File: config.mk
export PLATFORM = sky130hd
export DESIGN_NAME = i2c_transaction_queue_sequencer_top
export DESIGN_NICKNAME = d
export VERILOG_FILES = /design/src/itqs_pkg.sv /design/src/itqs_ram.sv /design/src/itqs_ring.sv /design/src/itqs_ctrl.sv /design/src/i2c_transaction_queue_sequencer_top.sv
export VERILOG_INCLUDE_DIRS = /design/src /design/src/src
export SDC_FILE = /design/constraint.sdc
export NUM_CORES = 1
export LEC_CHECK = 0
export BUFFER_PORTS_ARGS = -buffer_cell sky130_fd_sc_hd__buf_2
export CAP_MARGIN = 20
export CORE_ASPECT_RATIO = 0.7
export CORE_MARGIN = 2
export CORE_UTILIZATION = 55
export DETAILED_ROUTE_END_ITERATION = 10
export PLACE_DENSITY = 0.82
export SYNTH_ARGS = -nofsm -noshare
export SYNTH_HDL_FRONTEND = slang
export SYNTH_SLANG_ARGS = --single-unit
File: constraint.sdc
create_clock -name clk -period 8.1 [get_ports clk]
set_clock_uncertainty 0.15 [all_clocks]
set_input_delay 0.81 -clock clk [delete_from_list [all_inputs] [get_ports clk]]
set_output_delay 0.81 -clock clk [all_outputs]
set_load 0.01 [all_outputs]
File: src/i2c_transaction_queue_sequencer_top_macros.svh
// Assertion macros for the I2C transaction queue sequencer.
// Expects clk and rst_n in the scope of the module that uses them.
`ifndef I2C_TRANSACTION_QUEUE_SEQUENCER_TOP_MACROS_SVH
`define I2C_TRANSACTION_QUEUE_SEQUENCER_TOP_MACROS_SVH

// Same-cycle implication, disabled in reset.
`define ITQS_ASSERT_IMP(label, ante, cons, msg) \
    label: assert property (@(posedge clk) disable iff (!rst_n) (ante) |-> (cons)) \
        else $error(msg);

// Next-cycle implication, disabled in reset.
`define ITQS_ASSERT_NXT(label, ante, cons, msg) \
    label: assert property (@(posedge clk) disable iff (!rst_n) (ante) |=> (cons)) \
        else $error(msg);

`endif

File: src/itqs_pkg.sv
// Package of the I2C transaction queue sequencer: payload structs, codes,
// default sizes and shared helpers. No dependencies.
`timescale 1ns / 1ps

package itqs_pkg;

    localparam int RING_BYTES_DEF       = 64;
    localparam int MAX_RECORD_BYTES_DEF = 5;
    localparam int KEPT_BYTES           = 5;   // bytes of a record that are issued
    localparam int QUEUE_USED_W         = 7;

    localparam logic [2:0] MAX_WRITE_DATA = 3'd4;

    // request codes
    localparam logic [1:0] REQ_WRITE = 2'd0;
    localparam logic [1:0] REQ_READ  = 2'd1;
    localparam logic [1:0] REQ_TICK  = 2'd2;

    // request status codes
    localparam logic [1:0] ST_OK   = 2'd0;
    localparam logic [1:0] ST_FULL = 2'd1;
    localparam logic [1:0] ST_BUSY = 2'd2;

    // read status codes
    localparam logic [1:0] RD_BUSY  = 2'd0;
    localparam logic [1:0] RD_DONE  = 2'd1;
    localparam logic [1:0] RD_ERROR = 2'd2;

    typedef struct packed {
        logic [1:0]  req_type;
        logic [7:0]  dev_addr;
        logic [7:0]  reg_addr;
        logic [31:0] data_bytes;
        logic [2:0]  write_count;
        logic [7:0]  read_length;
        logic        bus_idle;
        logic        tx_ok;
        logic        rx_start_ok;
    } req_t;

    typedef struct packed {
        logic [1:0]                  req_status;
        logic                        issue_write;
        logic                        issue_read;
        logic [7:0]                  out_dev_addr;
        logic [7:0]                  out_reg_addr;
        logic [7:0]                  out_length;
        logic [8*KEPT_BYTES-1:0]     out_bytes;
        logic [1:0]                  read_state;
        logic [QUEUE_USED_W-1:0]     queue_used;
    } rsp_t;

    // record taken out of the ring
    typedef struct packed {
        logic [7:0]              dev;
        logic [7:0]              len;
        logic [8*KEPT_BYTES-1:0] bytes;
    } rec_t;

    // record to put into the ring
    typedef struct packed {
        logic [7:0]  dev;
        logic [7:0]  reg_addr;
        logic [31:0] data;
        logic [2:0]  cnt;
    } put_t;

    typedef struct packed {
        logic put;
        logic take;
    } ring_cmd_t;

    typedef struct packed {
        logic done;
        logic nonempty;
        logic fits;
    } ring_stat_t;

    function automatic logic [2:0] clamp_count(input logic [2:0] cnt);
        return (cnt > MAX_WRITE_DATA) ? MAX_WRITE_DATA : cnt;
    endfunction

endpackage

File: src/itqs_ram.sv
// Generic RAM: one write port, one read port with registered read data.
// No dependencies.
`timescale 1ns / 1ps

module itqs_ram #(
    parameter int WIDTH = 8,
    parameter int DEPTH = itqs_pkg::RING_BYTES_DEF,
    localparam int AW = $clog2(DEPTH)
) (
    input  logic             clk,
    input  logic             we,
    input  logic [AW-1:0]    waddr,
    input  logic [WIDTH-1:0] wdata,
    input  logic [AW-1:0]    raddr,
    output logic [WIDTH-1:0] rdata
);

    logic [WIDTH-1:0] mem_reg [DEPTH];
    logic [WIDTH-1:0] rdata_reg;

    always_ff @(posedge clk)
    begin
        if (we)
        begin
            mem_reg[waddr] <= wdata;
        end
        rdata_reg <= mem_reg[raddr];
    end

    assign rdata = rdata_reg;

endmodule

File: src/itqs_ring.sv
// Byte ring of the sequencer: pointers, fill count and the put/take sequencer
// around one itqs_ram instance. Depends on itqs_pkg and itqs_ram.
`timescale 1ns / 1ps

module itqs_ring #(
    parameter int RING_BYTES       = itqs_pkg::RING_BYTES_DEF,
    parameter int MAX_RECORD_BYTES = itqs_pkg::MAX_RECORD_BYTES_DEF,
    localparam int UW = $clog2(RING_BYTES + 1)
) (
    input  logic                 clk,
    input  logic                 rst_n,
    input  itqs_pkg::ring_cmd_t  cmd,
    input  itqs_pkg::put_t       put,     // hold stable while a put runs
    output itqs_pkg::ring_stat_t stat,
    output itqs_pkg::rec_t       rec,
    output logic [UW-1:0]        used
);

    localparam int AW = $clog2(RING_BYTES);
    localparam int BW = $clog2(MAX_RECORD_BYTES + 1);

    typedef enum logic [2:0] {
        R_IDLE,
        R_PUT,
        R_LEN,
        R_CNT,
        R_BYTE
    } ring_state_t;

    ring_state_t     state_reg, state_next;
    logic [AW-1:0]   wp_reg, wp_next;
    logic [AW-1:0]   rp_reg, rp_next;
    logic [UW-1:0]   used_reg, used_next;
    logic [2:0]      pidx_reg, pidx_next;
    logic [BW-1:0]   remain_reg, remain_next;
    logic [BW-1:0]   bidx_reg, bidx_next;
    itqs_pkg::rec_t  rec_reg, rec_next;
    logic            done_reg, done_next;

    logic            we;
    logic [7:0]      wdata;
    logic [7:0]      rdata;
    logic [AW-1:0]   wp_inc, rp_inc;
    logic [UW-1:0]   used_dec;
    logic [UW:0]     need;
    logic [1:0]      didx;

    itqs_ram #(
        .WIDTH (8),
        .DEPTH (RING_BYTES)
    ) u_ram (
        .clk   (clk),
        .we    (we),
        .waddr (wp_reg),
        .wdata (wdata),
        .raddr (rp_reg),
        .rdata (rdata)
    );

    assign wp_inc   = (wp_reg == AW'(RING_BYTES - 1)) ? '0 : wp_reg + 1'b1;
    assign rp_inc   = (rp_reg == AW'(RING_BYTES - 1)) ? '0 : rp_reg + 1'b1;
    assign used_dec = (used_reg == '0) ? '0 : used_reg - 1'b1;
    // data byte index for record positions three to six
    assign didx     = pidx_reg[1:0] + 2'd1;
    assign need     = (UW+1)'(used_reg) + (UW+1)'(put.cnt) + (UW+1)'(3);

    always_comb
    begin
        logic [7:0] n_len;
        n_len       = '0;
        state_next  = state_reg;
        wp_next     = wp_reg;
        rp_next     = rp_reg;
        used_next   = used_reg;
        pidx_next   = pidx_reg;
        remain_next = remain_reg;
        bidx_next   = bidx_reg;
        rec_next    = rec_reg;
        done_next   = 1'b0;
        we          = 1'b0;
        wdata       = '0;
        unique case (state_reg)
            R_IDLE:
            begin
                if (cmd.put)
                begin
                    we         = 1'b1;
                    wdata      = put.dev;
                    wp_next    = wp_inc;
                    used_next  = used_reg + 1'b1;
                    pidx_next  = 3'd1;
                    state_next = R_PUT;
                end
                else if (cmd.take)
                begin
                    // issue the device address read
                    rp_next    = rp_inc;
                    used_next  = used_dec;
                    rec_next   = '0;
                    state_next = R_LEN;
                end
            end
            R_PUT:
            begin
                we = 1'b1;
                case (pidx_reg)
                    3'd1:    wdata = {5'd0, put.cnt} + 8'd1;
                    3'd2:    wdata = put.reg_addr;
                    default: wdata = put.data[8*didx +: 8];
                endcase
                wp_next   = wp_inc;
                used_next = used_reg + 1'b1;
                if (pidx_reg == put.cnt + 3'd2)
                begin
                    done_next  = 1'b1;
                    state_next = R_IDLE;
                end
                else
                begin
                    pidx_next = pidx_reg + 3'd1;
                end
            end
            R_LEN:
            begin
                rec_next.dev = rdata;
                rp_next      = rp_inc;
                used_next    = used_dec;
                state_next   = R_CNT;
            end
            R_CNT:
            begin
                n_len = (rdata > 8'(MAX_RECORD_BYTES)) ? 8'(MAX_RECORD_BYTES) : rdata;
                rec_next.len = n_len;
                if (n_len == 8'd0)
                begin
                    done_next  = 1'b1;
                    state_next = R_IDLE;
                end
                else
                begin
                    rp_next     = rp_inc;
                    used_next   = used_dec;
                    remain_next = BW'(n_len - 8'd1);
                    bidx_next   = '0;
                    state_next  = R_BYTE;
                end
            end
            R_BYTE:
            begin
                for (int k = 0; k < itqs_pkg::KEPT_BYTES; k++)
                begin
                    if (int'(bidx_reg) == k)
                    begin
                        rec_next.bytes[8*k +: 8] = rdata;
                    end
                end
                bidx_next = bidx_reg + 1'b1;
                if (remain_reg == '0)
                begin
                    done_next  = 1'b1;
                    state_next = R_IDLE;
                end
                else
                begin
                    rp_next     = rp_inc;
                    used_next   = used_dec;
                    remain_next = remain_reg - 1'b1;
                end
            end
            default:
            begin
                state_next = R_IDLE;
            end
        endcase
    end

    always_ff @(posedge clk or negedge rst_n)
    begin
        if (!rst_n)
        begin
            state_reg  <= R_IDLE;
            wp_reg     <= '0;
            rp_reg     <= '0;
            used_reg   <= '0;
            pidx_reg   <= '0;
            remain_reg <= '0;
            bidx_reg   <= '0;
            done_reg   <= 1'b0;
        end
        else
        begin
            state_reg  <= state_next;
            wp_reg     <= wp_next;
            rp_reg     <= rp_next;
            used_reg   <= used_next;
            pidx_reg   <= pidx_next;
            remain_reg <= remain_next;
            bidx_reg   <= bidx_next;
            done_reg   <= done_next;
        end
    end

    always_ff @(posedge clk)
    begin
        rec_reg <= rec_next;
    end

    assign stat.done     = done_reg;
    assign stat.nonempty = (used_reg != '0);
    assign stat.fits     = (used_reg <= UW'(RING_BYTES)) && (need <= (UW+1)'(RING_BYTES));
    assign rec           = rec_reg;
    assign used          = used_reg;

endmodule

File: src/itqs_ctrl.sv
// Transmit and receive machines with the shared bus-busy flag and the held
// write and read transactions. Depends on itqs_pkg and the macros header.
`timescale 1ns / 1ps
`include "i2c_transaction_queue_sequencer_top_macros.svh"

module itqs_ctrl (
    input  logic            clk,
    input  logic            rst_n,
    input  logic            apply,     // commit the step of the current request
    input  itqs_pkg::req_t  req,
    input  logic            refuse,    // write did not fit the ring
    input  logic            nonempty,
    input  itqs_pkg::rec_t  rec,       // record taken for a transmit start
    output logic            tx_start,
    output itqs_pkg::rsp_t  step
);

    typedef enum logic [2:0] {
        TX_IDLE,
        TX_BUS_READY,
        TX_START,
        TX_BUS_FREE,
        TX_RETRANS,
        TX_END
    } tx_phase_t;

    typedef enum logic [2:0] {
        RX_IDLE,
        RX_BUS_READY,
        RX_START,
        RX_WAIT,
        RX_END
    } rx_phase_t;

    typedef struct packed {
        logic [7:0] dev;
        logic [7:0] reg_addr;
        logic [7:0] len;
    } read_hold_t;

    tx_phase_t       tx_reg, tx_next;
    rx_phase_t       rx_reg, rx_next;
    logic            busy_reg, busy_next;
    itqs_pkg::rec_t  hw_reg, hw_next;
    read_hold_t      hr_reg, hr_next;
    logic [1:0]      last_reg, last_next;

    always_comb
    begin
        tx_next   = tx_reg;
        rx_next   = rx_reg;
        busy_next = busy_reg;
        hw_next   = hw_reg;
        hr_next   = hr_reg;
        last_next = last_reg;
        step      = '0;
        if (req.req_type == itqs_pkg::REQ_WRITE)
        begin
            step.req_status = refuse ? itqs_pkg::ST_FULL : itqs_pkg::ST_OK;
        end
        else if (req.req_type == itqs_pkg::REQ_READ)
        begin
            if (rx_reg == RX_IDLE && !busy_reg)
            begin
                hr_next   = '{dev: req.dev_addr, reg_addr: req.reg_addr,
                              len: req.read_length};
                last_next = itqs_pkg::RD_BUSY;
                rx_next   = RX_BUS_READY;
                busy_next = 1'b1;
            end
            else
            begin
                step.req_status = itqs_pkg::ST_BUSY;
            end
        end
        else if (req.req_type == itqs_pkg::REQ_TICK)
        begin
            // transmit side first
            unique case (tx_reg)
                TX_IDLE:
                begin
                    if (nonempty && !busy_reg)
                    begin
                        busy_next = 1'b1;
                        tx_next   = TX_BUS_READY;
                    end
                end
                TX_BUS_READY:
                begin
                    if (req.bus_idle)
                    begin
                        tx_next = TX_START;
                    end
                end
                TX_START:
                begin
                    hw_next          = rec;
                    step.issue_write = 1'b1;
                    tx_next          = req.tx_ok ? TX_END : TX_BUS_FREE;
                end
                TX_BUS_FREE:
                begin
                    if (req.bus_idle)
                    begin
                        tx_next = TX_RETRANS;
                    end
                end
                TX_RETRANS:
                begin
                    step.issue_write = 1'b1;
                    tx_next          = TX_END;
                end
                TX_END:
                begin
                    busy_next = 1'b0;
                    tx_next   = TX_IDLE;
                end
                default:
                begin
                    tx_next = TX_IDLE;
                end
            endcase
            if (step.issue_write)
            begin
                step.out_dev_addr = hw_next.dev;
                step.out_length   = hw_next.len;
                step.out_bytes    = hw_next.bytes;
                step.out_reg_addr = hw_next.bytes[7:0];
            end

            // then the receive side
            unique case (rx_reg)
                RX_IDLE:
                begin
                end
                RX_BUS_READY:
                begin
                    if (req.bus_idle)
                    begin
                        rx_next = RX_START;
                    end
                end
                RX_START:
                begin
                    step.issue_read = 1'b1;
                    if (req.rx_start_ok)
                    begin
                        rx_next = RX_WAIT;
                    end
                    else
                    begin
                        last_next = itqs_pkg::RD_ERROR;
                        rx_next   = RX_END;
                    end
                end
                RX_WAIT:
                begin
                    if (req.bus_idle)
                    begin
                        last_next = itqs_pkg::RD_DONE;
                        rx_next   = RX_END;
                    end
                end
                RX_END:
                begin
                    busy_next = 1'b0;
                    rx_next   = RX_IDLE;
                end
                default:
                begin
                    rx_next = RX_IDLE;
                end
            endcase
            if (step.issue_read)
            begin
                step.out_dev_addr = hr_reg.dev;
                step.out_reg_addr = hr_reg.reg_addr;
                step.out_length   = hr_reg.len;
                step.out_bytes    = '0;
            end
        end
        step.read_state = last_next;
    end

    always_ff @(posedge clk or negedge rst_n)
    begin
        if (!rst_n)
        begin
            tx_reg   <= TX_IDLE;
            rx_reg   <= RX_IDLE;
            busy_reg <= 1'b0;
            hw_reg   <= '0;
            hr_reg   <= '0;
            last_reg <= itqs_pkg::RD_BUSY;
        end
        else if (apply)
        begin
            tx_reg   <= tx_next;
            rx_reg   <= rx_next;
            busy_reg <= busy_next;
            hw_reg   <= hw_next;
            hr_reg   <= hr_next;
            last_reg <= last_next;
        end
    end

    assign tx_start = (tx_reg == TX_START);

    // only one machine owns the bus, so a step never issues both kinds
    `ITQS_ASSERT_IMP(a_one_issue, apply, $onehot0({step.issue_write, step.issue_read}),
        "write and read issued in one step")
    `ITQS_ASSERT_IMP(a_tx_owns_bus, tx_reg != TX_IDLE, busy_reg,
        "transmit machine active without the bus")
    `ITQS_ASSERT_IMP(a_rx_owns_bus, rx_reg != RX_IDLE, busy_reg,
        "receive machine active without the bus")

endmodule

File: src/i2c_transaction_queue_sequencer_top.sv
// Top level of the I2C transaction queue sequencer: request handshake,
// dispatch and result register. Depends on itqs_pkg, itqs_ring, itqs_ctrl.
`timescale 1ns / 1ps
`include "i2c_transaction_queue_sequencer_top_macros.svh"

// Usage
//   req/req_valid/req_ready carries one transaction: a write record to queue,
//   a read to post, or a service tick that steps the transmit machine and
//   then the receive machine. rsp/rsp_valid/rsp_ready returns exactly one
//   result per transaction, in order.
//   Transactions are handled one at a time. A read, a refused write, a tick
//   without a record take or an unknown code goes from dispatch straight to
//   the result commit; a queued write or a tick that takes a record first
//   waits in the ring state while the ring moves its bytes. The next
//   transaction can be accepted in the cycle after the result is committed.
//   The ring memory has a single write port and a registered read path, and
//   one ring byte moves per cycle.
//   The result sits in an output register, so the next transaction is
//   accepted while a result still waits; a stalled rsp_ready holds only the
//   final commit of the following transaction.
//   Reset (rst_n low, asynchronous) empties the ring, idles both machines,
//   frees the bus and clears the read status. The ring contents are not
//   cleared; only bytes written since reset are ever read.
module i2c_transaction_queue_sequencer_top #(
    parameter int RING_BYTES       = itqs_pkg::RING_BYTES_DEF,
    parameter int MAX_RECORD_BYTES = itqs_pkg::MAX_RECORD_BYTES_DEF
) (
    input  logic            clk,
    input  logic            rst_n,
    input  logic            req_valid,
    output logic            req_ready,
    input  itqs_pkg::req_t  req,
    output logic            rsp_valid,
    input  logic            rsp_ready,
    output itqs_pkg::rsp_t  rsp
);

    localparam int UW = $clog2(RING_BYTES + 1);
    localparam int QW = itqs_pkg::QUEUE_USED_W;

    typedef enum logic [1:0] {
        S_IDLE,
        S_DISPATCH,
        S_RING,
        S_FINISH
    } top_state_t;

    top_state_t           state_reg, state_next;
    itqs_pkg::req_t       req_reg, req_next;
    logic                 refuse_reg, refuse_next;
    logic                 rsp_valid_reg, rsp_valid_next;
    itqs_pkg::rsp_t       rsp_reg, rsp_next;

    itqs_pkg::ring_cmd_t  ring_cmd;
    itqs_pkg::ring_stat_t ring_stat;
    itqs_pkg::put_t       put;
    itqs_pkg::rec_t       rec;
    itqs_pkg::rsp_t       step;
    logic [UW-1:0]        used;
    logic                 tx_start;
    logic                 apply;

    // queue write fields from the held transaction, with the data count clamped
    assign put.dev      = req_reg.dev_addr;
    assign put.reg_addr = req_reg.reg_addr;
    assign put.data     = req_reg.data_bytes;
    assign put.cnt      = itqs_pkg::clamp_count(req_reg.write_count);

    itqs_ring #(
        .RING_BYTES       (RING_BYTES),
        .MAX_RECORD_BYTES (MAX_RECORD_BYTES)
    ) u_ring (
        .clk   (clk),
        .rst_n (rst_n),
        .cmd   (ring_cmd),
        .put   (put),
        .stat  (ring_stat),
        .rec   (rec),
        .used  (used)
    );

    itqs_ctrl u_ctrl (
        .clk      (clk),
        .rst_n    (rst_n),
        .apply    (apply),
        .req      (req_reg),
        .refuse   (refuse_reg),
        .nonempty (ring_stat.nonempty),
        .rec      (rec),
        .tx_start (tx_start),
        .step     (step)
    );

    assign req_ready = (state_reg == S_IDLE);

    always_comb
    begin
        state_next     = state_reg;
        req_next       = req_reg;
        refuse_next    = refuse_reg;
        rsp_next       = rsp_reg;
        rsp_valid_next = rsp_valid_reg && !rsp_ready;
        ring_cmd       = '0;
        apply          = 1'b0;
        unique case (state_reg)
            S_IDLE:
            begin
                // hold the transaction for the whole of its handling
                if (req_valid)
                begin
                    req_next   = req;
                    state_next = S_DISPATCH;
                end
            end
            S_DISPATCH:
            begin
                refuse_next = 1'b0;
                if (req_reg.req_type == itqs_pkg::REQ_WRITE)
                begin
                    // decide the full check before the fill count moves
                    refuse_next = !ring_stat.fits;
                    if (ring_stat.fits)
                    begin
                        ring_cmd.put = 1'b1;
                        state_next   = S_RING;
                    end
                    else
                    begin
                        state_next = S_FINISH;
                    end
                end
                else if (req_reg.req_type == itqs_pkg::REQ_TICK && tx_start)
                begin
                    ring_cmd.take = 1'b1;
                    state_next    = S_RING;
                end
                else
                begin
                    state_next = S_FINISH;
                end
            end
            S_RING:
            begin
                if (ring_stat.done)
                begin
                    state_next = S_FINISH;
                end
            end
            S_FINISH:
            begin
                // commit only once the result register is free
                if (!rsp_valid_reg || rsp_ready)
                begin
                    apply               = 1'b1;
                    rsp_next            = step;
                    rsp_next.queue_used = QW'(used);
                    rsp_valid_next      = 1'b1;
                    state_next          = S_IDLE;
                end
            end
            default:
            begin
                state_next = S_IDLE;
            end
        endcase
    end

    always_ff @(posedge clk or negedge rst_n)
    begin
        if (!rst_n)
        begin
            state_reg     <= S_IDLE;
            refuse_reg    <= 1'b0;
            rsp_valid_reg <= 1'b0;
            rsp_reg       <= '0;
        end
        else
        begin
            state_reg     <= state_next;
            refuse_reg    <= refuse_next;
            rsp_valid_reg <= rsp_valid_next;
            rsp_reg       <= rsp_next;
        end
    end

    always_ff @(posedge clk)
    begin
        req_reg <= req_next;
    end

    assign rsp_valid = rsp_valid_reg;
    assign rsp       = rsp_reg;

    `ITQS_ASSERT_IMP(a_done_in_ring, ring_stat.done, state_reg == S_RING,
        "ring finished outside a ring wait")
    `ITQS_ASSERT_IMP(a_take_nonempty, ring_cmd.take, ring_stat.nonempty,
        "record take from an empty ring")
    `ITQS_ASSERT_IMP(a_used_bound, 1'b1, used <= UW'(RING_BYTES),
        "ring fill count above capacity")
    `ITQS_ASSERT_NXT(a_ring_wait, ring_cmd.put || ring_cmd.take, state_reg == S_RING,
        "ring started without waiting for it")

endmodule
== After elaboration in Yosys (flattened, before gate mapping) ==
Memories as Yosys holds them, arrays and structs flattened. A register that Yosys moved wholly into a read port is not among the register bits.
Index checks and enable logic that the tools add are counted.

* Add/sub/neg operators: 13
* Multipliers: 0
* Divide/modulo/power cells: 0
* Order comparisons: 4
* Eq/ne operators: 52
* Shift operators: 1
* Muxes and demuxes: 110
* Bitwise gates (word level): 2
* Reduce and logical (&&, ||, !) cells: 52

{| class="wikitable"
|+ Operators with widths
! kind !! count
|-
| $mux 66 || 3
|-
| $mux 56 || 3
|-
| $mux 64 || 2
|-
| $pmux 40 s2 || 1
|-
| $pmux 8 s2 || 4
|-
| $mux 3 || 19
|-
| $mux 8 || 7
|-
| $mux 6 || 7
|-
| $mux 7 || 5
|-
| $pmux 7 s5 || 1
|-
| $mux 1 || 32
|-
| $reduce_and 4->1 || 8
|-
| $shiftx 32x6->8 || 1
|-
| $pmux 3 s5 || 2
|-
| $mux 2 || 13
|-
| $eq 3x2->1 const B || 8
|-
| $pmux 6 s4 || 1
|-
| $ne 2x2->1 const B || 11
|-
| $eq 3x3->1 const B || 7
|-
| $ne 2x1->1 const B || 10
|-
| $pmux 3 s2 || 3
|-
| $reduce_and 3->1 || 6
|-
| $logic_not 3->1 || 5
|-
| $reduce_and 7->1 || 2
|-
| 43 further kinds || 73
|}

* Bits in registers: 322
* Bits in latches: 0
* Bits in writable memories: 512
* ROM bits: 0
* Input port bits: 68
* Memories: 1

{| class="wikitable"
|+ Memories
! memory !! depth !! bits a word !! read ports !! clocked after memory_dff !! write ports !! RTL line !! RTL
|-
| u_ring.u_ram.mem_reg || 64 || 8 || 1 || 1 || 1 || itqs_ram.sv:18 || <nowiki>logic [WIDTH-1:0] mem_reg [DEPTH];</nowiki>
|}

== Logic depth before layout (Yosys ltp) ==
* Depth after elaboration: 13
* Mapped depth: 14

== Cells and area by module ==
A second synthesis with hierarchy kept.

* Cells, all modules: 2096
* Area, all modules: 34850.9 um^2

{| class="wikitable"
|+ By module, submodules not included
! module !! times used !! cells an instance !! area an instance (um^2) !! seq. area each (um^2)
|-
| itqs_ram || 1 || 972 || 20190.6 || 15534.9
|-
| i2c_transaction_queue_sequencer_top || 1 || 260 || 5190.0 || 3948.8
|-
| itqs_ctrl || 1 || 468 || 4887.2 || 2227.1
|-
| itqs_ring || 1 || 396 || 4583.1 || 2482.4
|}

== Worst setup path before layout ==
No wires, ideal clock.

* Kind: register -> register
* From: reg req_reg[13] (netlist name)
* To: mem u_ring.u_ram.mem_reg[0][7] (data pin)
* Library setup time: 0.702 ns
* Arrival time: 4.149 ns
* Slack: 3.099 ns
* Stages on the path, launching flop included: 14
* Path through: edfxtp_1 nand2b_1 ha_1 inv_1 ha_1 inv_1 fa_1 nand3b_1 o41a_1 o22ai_4 nand2_1 nor3_2 nand2_1 o21ai_0

* Cells in the longest elaborated chain, start to end: 11

{| class="wikitable"
|+ RTL lines
! what !! RTL line !! RTL
|-
| from (decl) || i2c_transaction_queue_sequencer_top.sv:49 || <nowiki>itqs_pkg::req_t req_reg, req_next;</nowiki>
|-
| from (signal assigned) || i2c_transaction_queue_sequencer_top.sv:188 || <nowiki>req_reg <= req_next;</nowiki>
|-
| $gt 3x3->1 || itqs_pkg.sv:80 || <nowiki>return (cnt > MAX_WRITE_DATA) ? MAX_WRITE_DATA : cnt;</nowiki>
|-
| $mux 3 * || itqs_pkg.sv:80 ||
|-
| $add 7x3->8 * || itqs_ring.sv:65 || <nowiki>assign need = (UW+1)'(used_reg) + (UW+1)'(put.cnt) + (UW+1)'(3);</nowiki>
|-
| $add 8x2->8 * || itqs_ring.sv:65 ||
|-
| $le 8x7->1 * || itqs_ring.sv:210 || <nowiki>assign stat.fits = (used_reg <= UW'(RING_BYTES)) && (need <= (UW+1)'(RING_BYTES));</nowiki>
|-
| $logic_and 1x1->1 * || itqs_ring.sv:210 ||
|-
| $mux 1 * || i2c_transaction_queue_sequencer_top.sv:122 || <nowiki>if (ring_stat.fits)</nowiki>
|-
| $mux 1 * || i2c_transaction_queue_sequencer_top.sv:118 || <nowiki>if (req_reg.req_type == itqs_pkg::REQ_WRITE)</nowiki>
|-
| $mux 2 * || i2c_transaction_queue_sequencer_top.sv:105 || <nowiki>unique case (state_reg)</nowiki>
|-
| $mux 8 * || itqs_ring.sv:85 || <nowiki>if (cmd.put)</nowiki>
|-
| $pmux 8 s2 * || itqs_ring.sv:82 || <nowiki>unique case (state_reg)</nowiki>
|-
| net u_ring.u_ram.wdata[7] || itqs_ram.sv:13 || <nowiki>input logic [WIDTH-1:0] wdata,</nowiki>
|-
| to (decl) || itqs_ram.sv:18 ||
|}

Mark *: on every way through the listed nets, which the timed path passes. The rest lies on a longest branch.

== Worst setup path in the final report ==
* From: reg req_reg[13] (netlist name)
* To: mem u_ring.u_ram.mem_reg[45][3], enable pin

* Cells in the longest elaborated chain, start to end: 13

{| class="wikitable"
|+ RTL lines
! what !! RTL line !! RTL
|-
| $gt 3x3->1 || itqs_pkg.sv:80 ||
|-
| $mux 3 * || itqs_pkg.sv:80 ||
|-
| $add 7x3->8 * || itqs_ring.sv:65 ||
|-
| $add 8x2->8 * || itqs_ring.sv:65 ||
|-
| $le 8x7->1 * || itqs_ring.sv:210 ||
|-
| $logic_and 1x1->1 * || itqs_ring.sv:210 ||
|-
| $mux 1 * || i2c_transaction_queue_sequencer_top.sv:122 ||
|-
| $mux 1 * || i2c_transaction_queue_sequencer_top.sv:118 ||
|-
| $mux 2 * || i2c_transaction_queue_sequencer_top.sv:105 ||
|-
| $mux 1 * || itqs_ring.sv:85 ||
|-
| $pmux 1 s2 * || itqs_ring.sv:82 ||
|-
| $mux 1 * || itqs_ram.sv:23 || <nowiki>if (we)</nowiki>
|-
| $mux 1 (not written as such) * || itqs_ram.sv:25 || <nowiki>mem_reg[waddr] <= wdata;</nowiki>
|}

Every way passes the cells marked *; elsewhere a longest branch is shown, timed or not.

==> flow_metrics.py <==
metrics = {
    "run_status": {
        "status": "finished clean",
    },
    "timing": {
        "period_needed_ps": 5460,
        "tightest_slew_ps": 1060,
        "finalCritPeriodShare_pct": 67.4,
        "rsz0062_at_grt": "no",
        "hold_viol_final": 0,
        "hold_ws_ps": 151,
        "setup_violations": 0,
        "max_freq_mhz": 183,
        "setup_tns_ps": 0,
        "slew_violations": 0,
        "slew_headroom_pct": 29.3,
    },
    "clocking": {
        "cts_setup_buffers": 0,
        "cts_tree": "yes",
        "cts_resized": 0,
        "clkLatencyLatePin_ps": 630,
        "cts-root-buf": "clkbuf_16",
        "clock_path_buffers": 3,
        "numCtsBuffers": 75,
        "cts.sink_count": 840,
        "hold_buffers": 0,
        "cts_max_level": 3,
        "clkSlewWorstSetupHoldPaths_ps": 60,
    },
    "detailed_routing": {
        "drc": 0,
        "routedWlPerCell_um": 27.4,
        "routed_via_density": 6.42,
        "ant_nets": 0,
        "via_count": 18700,
        "drt_first_pass_iters": 6,
        "drt-initial-drc-count": 2621,
        "finalWirelength_mm": 79.5,
    },
    "power_and_ir_drop": {
        "power_leakage_uw": 0.0137,
        "swShare_pct": 32.9,
        "p_comb_share_pct": 29.9,
        "total_power_uw": 14100,
        "p_clk_share_pct": 26.0,
        "p_seq_share_pct": 44.1,
        "peakVddDrop_uv": 256,
        "p_per_area_nw_per_um2": 373,
        "p_int_uw": 9460,
        "p_sw_uw": 4640,
    },
    "floorplan": {
        "start_util_pct": 55.8,
        "rows": 75,
        "dieArea_um2": 63100,
        "die_h_um": 211,
        "core_area_um2": 60200,
        "die_w_um": 299,
        "boundaryPins": 147,
    },
    "critical_path": {
        "critPathRequiredTime_ps": 8210,
        "critical_path_class": "reg -> reg",
        "max_stage_delay_ps": 850,
        "critPathTopFamily": "simple AND/OR/NAND/NOR gates",
        "critical_path_buf_inv_count": 2,
        "cp_cell_sequence": "nand2b_1, ha_1, inv_1, ha_1, inv_1, fa_1, nand3b_1, o41a_1, o22ai_4, nand3_2, nand2_1, nand3_1, nor2_1",
        "end_kind": "register",
        "crit_slowest_cell": "nor2_1",
        "cp.arrival_ps": 5570,
        "path_max_fanout": 13,
        "start_kind": "register",
    },
    "yosys": {
        "synth.distinct_cells": 71,
        "synth.most_common_cell": "edfxtp_1",
        "synth_common_cells": "edfxtp_1 (632), dfrtp_1 (200), mux4_2 (173)",
        "synthFlopType": "edfxtp_1",
        "syn-cell-area_um2": 33600,
        "synthArstFlopShare_pct": 23.8,
        "yosysSeqAreaShare_pct": 71.9,
        "ys_top_cells_by_area": "edfxtp_1 (57%), dfrtp_1 (15%), mux4_2 (12%)",
        "avgSynthCellArea_um2": 17.8,
        "synth_edf_count": 632,
        "synth_top_cell_area_share_pct": 56.5,
        "ys_seq_elements": 840,
        "synth_top_area_cell": "edfxtp_1",
        "syn_inst": 1883,
        "ys_warn_count": 0,
    },
    "finish": {
        "antenna_cells": 0,
        "area_delta_synth_final_pct": 12.5,
        "fill_cells": 3989,
        "stdcell_count": 2906,
        "drive_above_1_share_pct": 27.6,
        "largest_register_ffs": 512,
        "final_core_util_pct": 62.8,
        "fin_nets": 2135,
    },
    "global_routing": {
        "antenna_found_initial": 2,
        "grt_pass1_vias": 18100,
        "overflow": 0,
        "grt_max_degree": 108,
        "grtUsageTotal_pct": 25.5,
        "grt_pass1_wl_mm": 119,
    },
    "placed_design": {
        "placed_cells": 2765,
        "routabilityCongestion": 0.929,
        "dp_hpwl_mm": 49.8,
        "io_buffers": 146,
    },
    "worst_hold_path": {
        "hold_path_class": "in -> async",
    },
    "run": {
        "cap_viol_max_count": 0,
    },
}
==> final timing paths <==
| check | slack, ps | endpoint | depth (start not counted) | start |
|---|---|---|---|---|
| max in group asynchronous | 6330 | rsp[69] | 2 | rst_n |
| setup / recovery | 2640 | u_ring.u_ram.mem_reg[45][3] | 13 | req_reg[13] |
| hold reg to reg | 320 | rsp[34] | 2 | rsp[34] |
| min in group clk | 210 | put[38] | 1 | req[49] |
| hold / removal | 150 | rsp[39] | 1 | rst_n |
| setup reg to reg | 2640 | u_ring.u_ram.mem_reg[45][3] | 13 | req_reg[13] |
==> per-stage QoR <==
step / setup WS, ps / cell area (µm²)
after floorplan: 3100 / 33600
after global placement: 3010 / 35200
after detailed placement: 2800 / 35200
after CTS: 2800 / 37800
after global routing: 2500 / 37800
final: 2640 / 37800
==> worst register-to-register path, stage by stage (launching register included) <==
cell      delay [ps]
edfxtp_1         470
nand2b_1         210
ha_1             270
inv_1             50
ha_1             150
inv_1             60
fa_1             530
nand3b_1         140
o41a_1           490
o22ai_4          250
nand3_2          170
nand2_1          440
nand3_1          840
nor2_1           860
==> cell families (layout without fill, tap and decap cells) <==
kind of cell    Yosys count  after routing  synth area share (%)
flops                   840            840                  71.9
simple gates            334            334                  4.62
mux                     318            318                  16.2
compound gates          215            215                  4.11
buf+inv                 134            345                  1.72
fa+ha+maj                30             30                  1.14
xor+xnor                 11             11                 0.287
other cells               1              5                0.0112
==> cell type report <==
| class | count | area, µm² | share of cell area [%] |
|---|---|---|---|
| Sequential cell | 840 | 24200 | 63.9 |
| Tap cell | 808 | 1010 | 2.67 |
| Clock inverter | 36 | 380 | 1.01 |
| Inverter | 34 | 128 | 0.338 |
| Multi-Input combinational cell | 913 | 9000 | 23.8 |
| Clock buffer | 102 | 2160 | 5.73 |
| Timing Repair Buffer | 173 | 967 | 2.56 |
==> metal layers <==
metal	wire length, µm	track usage, %
met5	7	0
met4	1510	5.47
met3	9730	7.18
met2	35100	36.7
met1	33200	39.4
==> power groups by stage <==
stage,Combinational [µW],Sequential [µW],Clock [µW]
after floorplan,2840,6070,0
after global placement,4000,6240,0
after detailed placement,4100,6270,0
after CTS,4170,6200,3700
after global routing,4470,6280,3870
final,4210,6210,3670
==> placed cells by master, fill, tap and decap left out, types with 7 or more instances in the layout <==
cell type / netlist / final
mux4_2: 173 / 173
clkbuf_1: 68 / 14
inv_1: 33 / 33
o21ai_0: 82 / 73
a22oi_1: 24 / 24
a21o_1: 11 / 11
ha_1: 29 / 29
and3_1: 14 / 14
nor3_1: 14 / 13
clkbuf_8: 0 / 9
mux2i_1: 60 / 60
clkbuf_16: 0 / 80
a221o_1: 8 / 8
nand2b_1: 11 / 11
o21ai_4: 0 / 9
and2_1: 11 / 10
nor2b_1: 10 / 10
clkinv_1: 0 / 7
edfxtp_1: 632 / 632
mux2_2: 85 / 85
buf_4: 2 / 24
dfrtp_1: 200 / 198
clkinv_2: 0 / 14
bufinv_16: 0 / 7
buf_2: 12 / 146
nand2_1: 113 / 112
dfxtp_1: 8 / 8
a21oi_1: 35 / 35
nand3_1: 13 / 13
nor2_1: 110 / 110
xnor2_1: 8 / 8
a31oi_1: 10 / 10
Note: power is estimated with default switching activity, not from simulation.
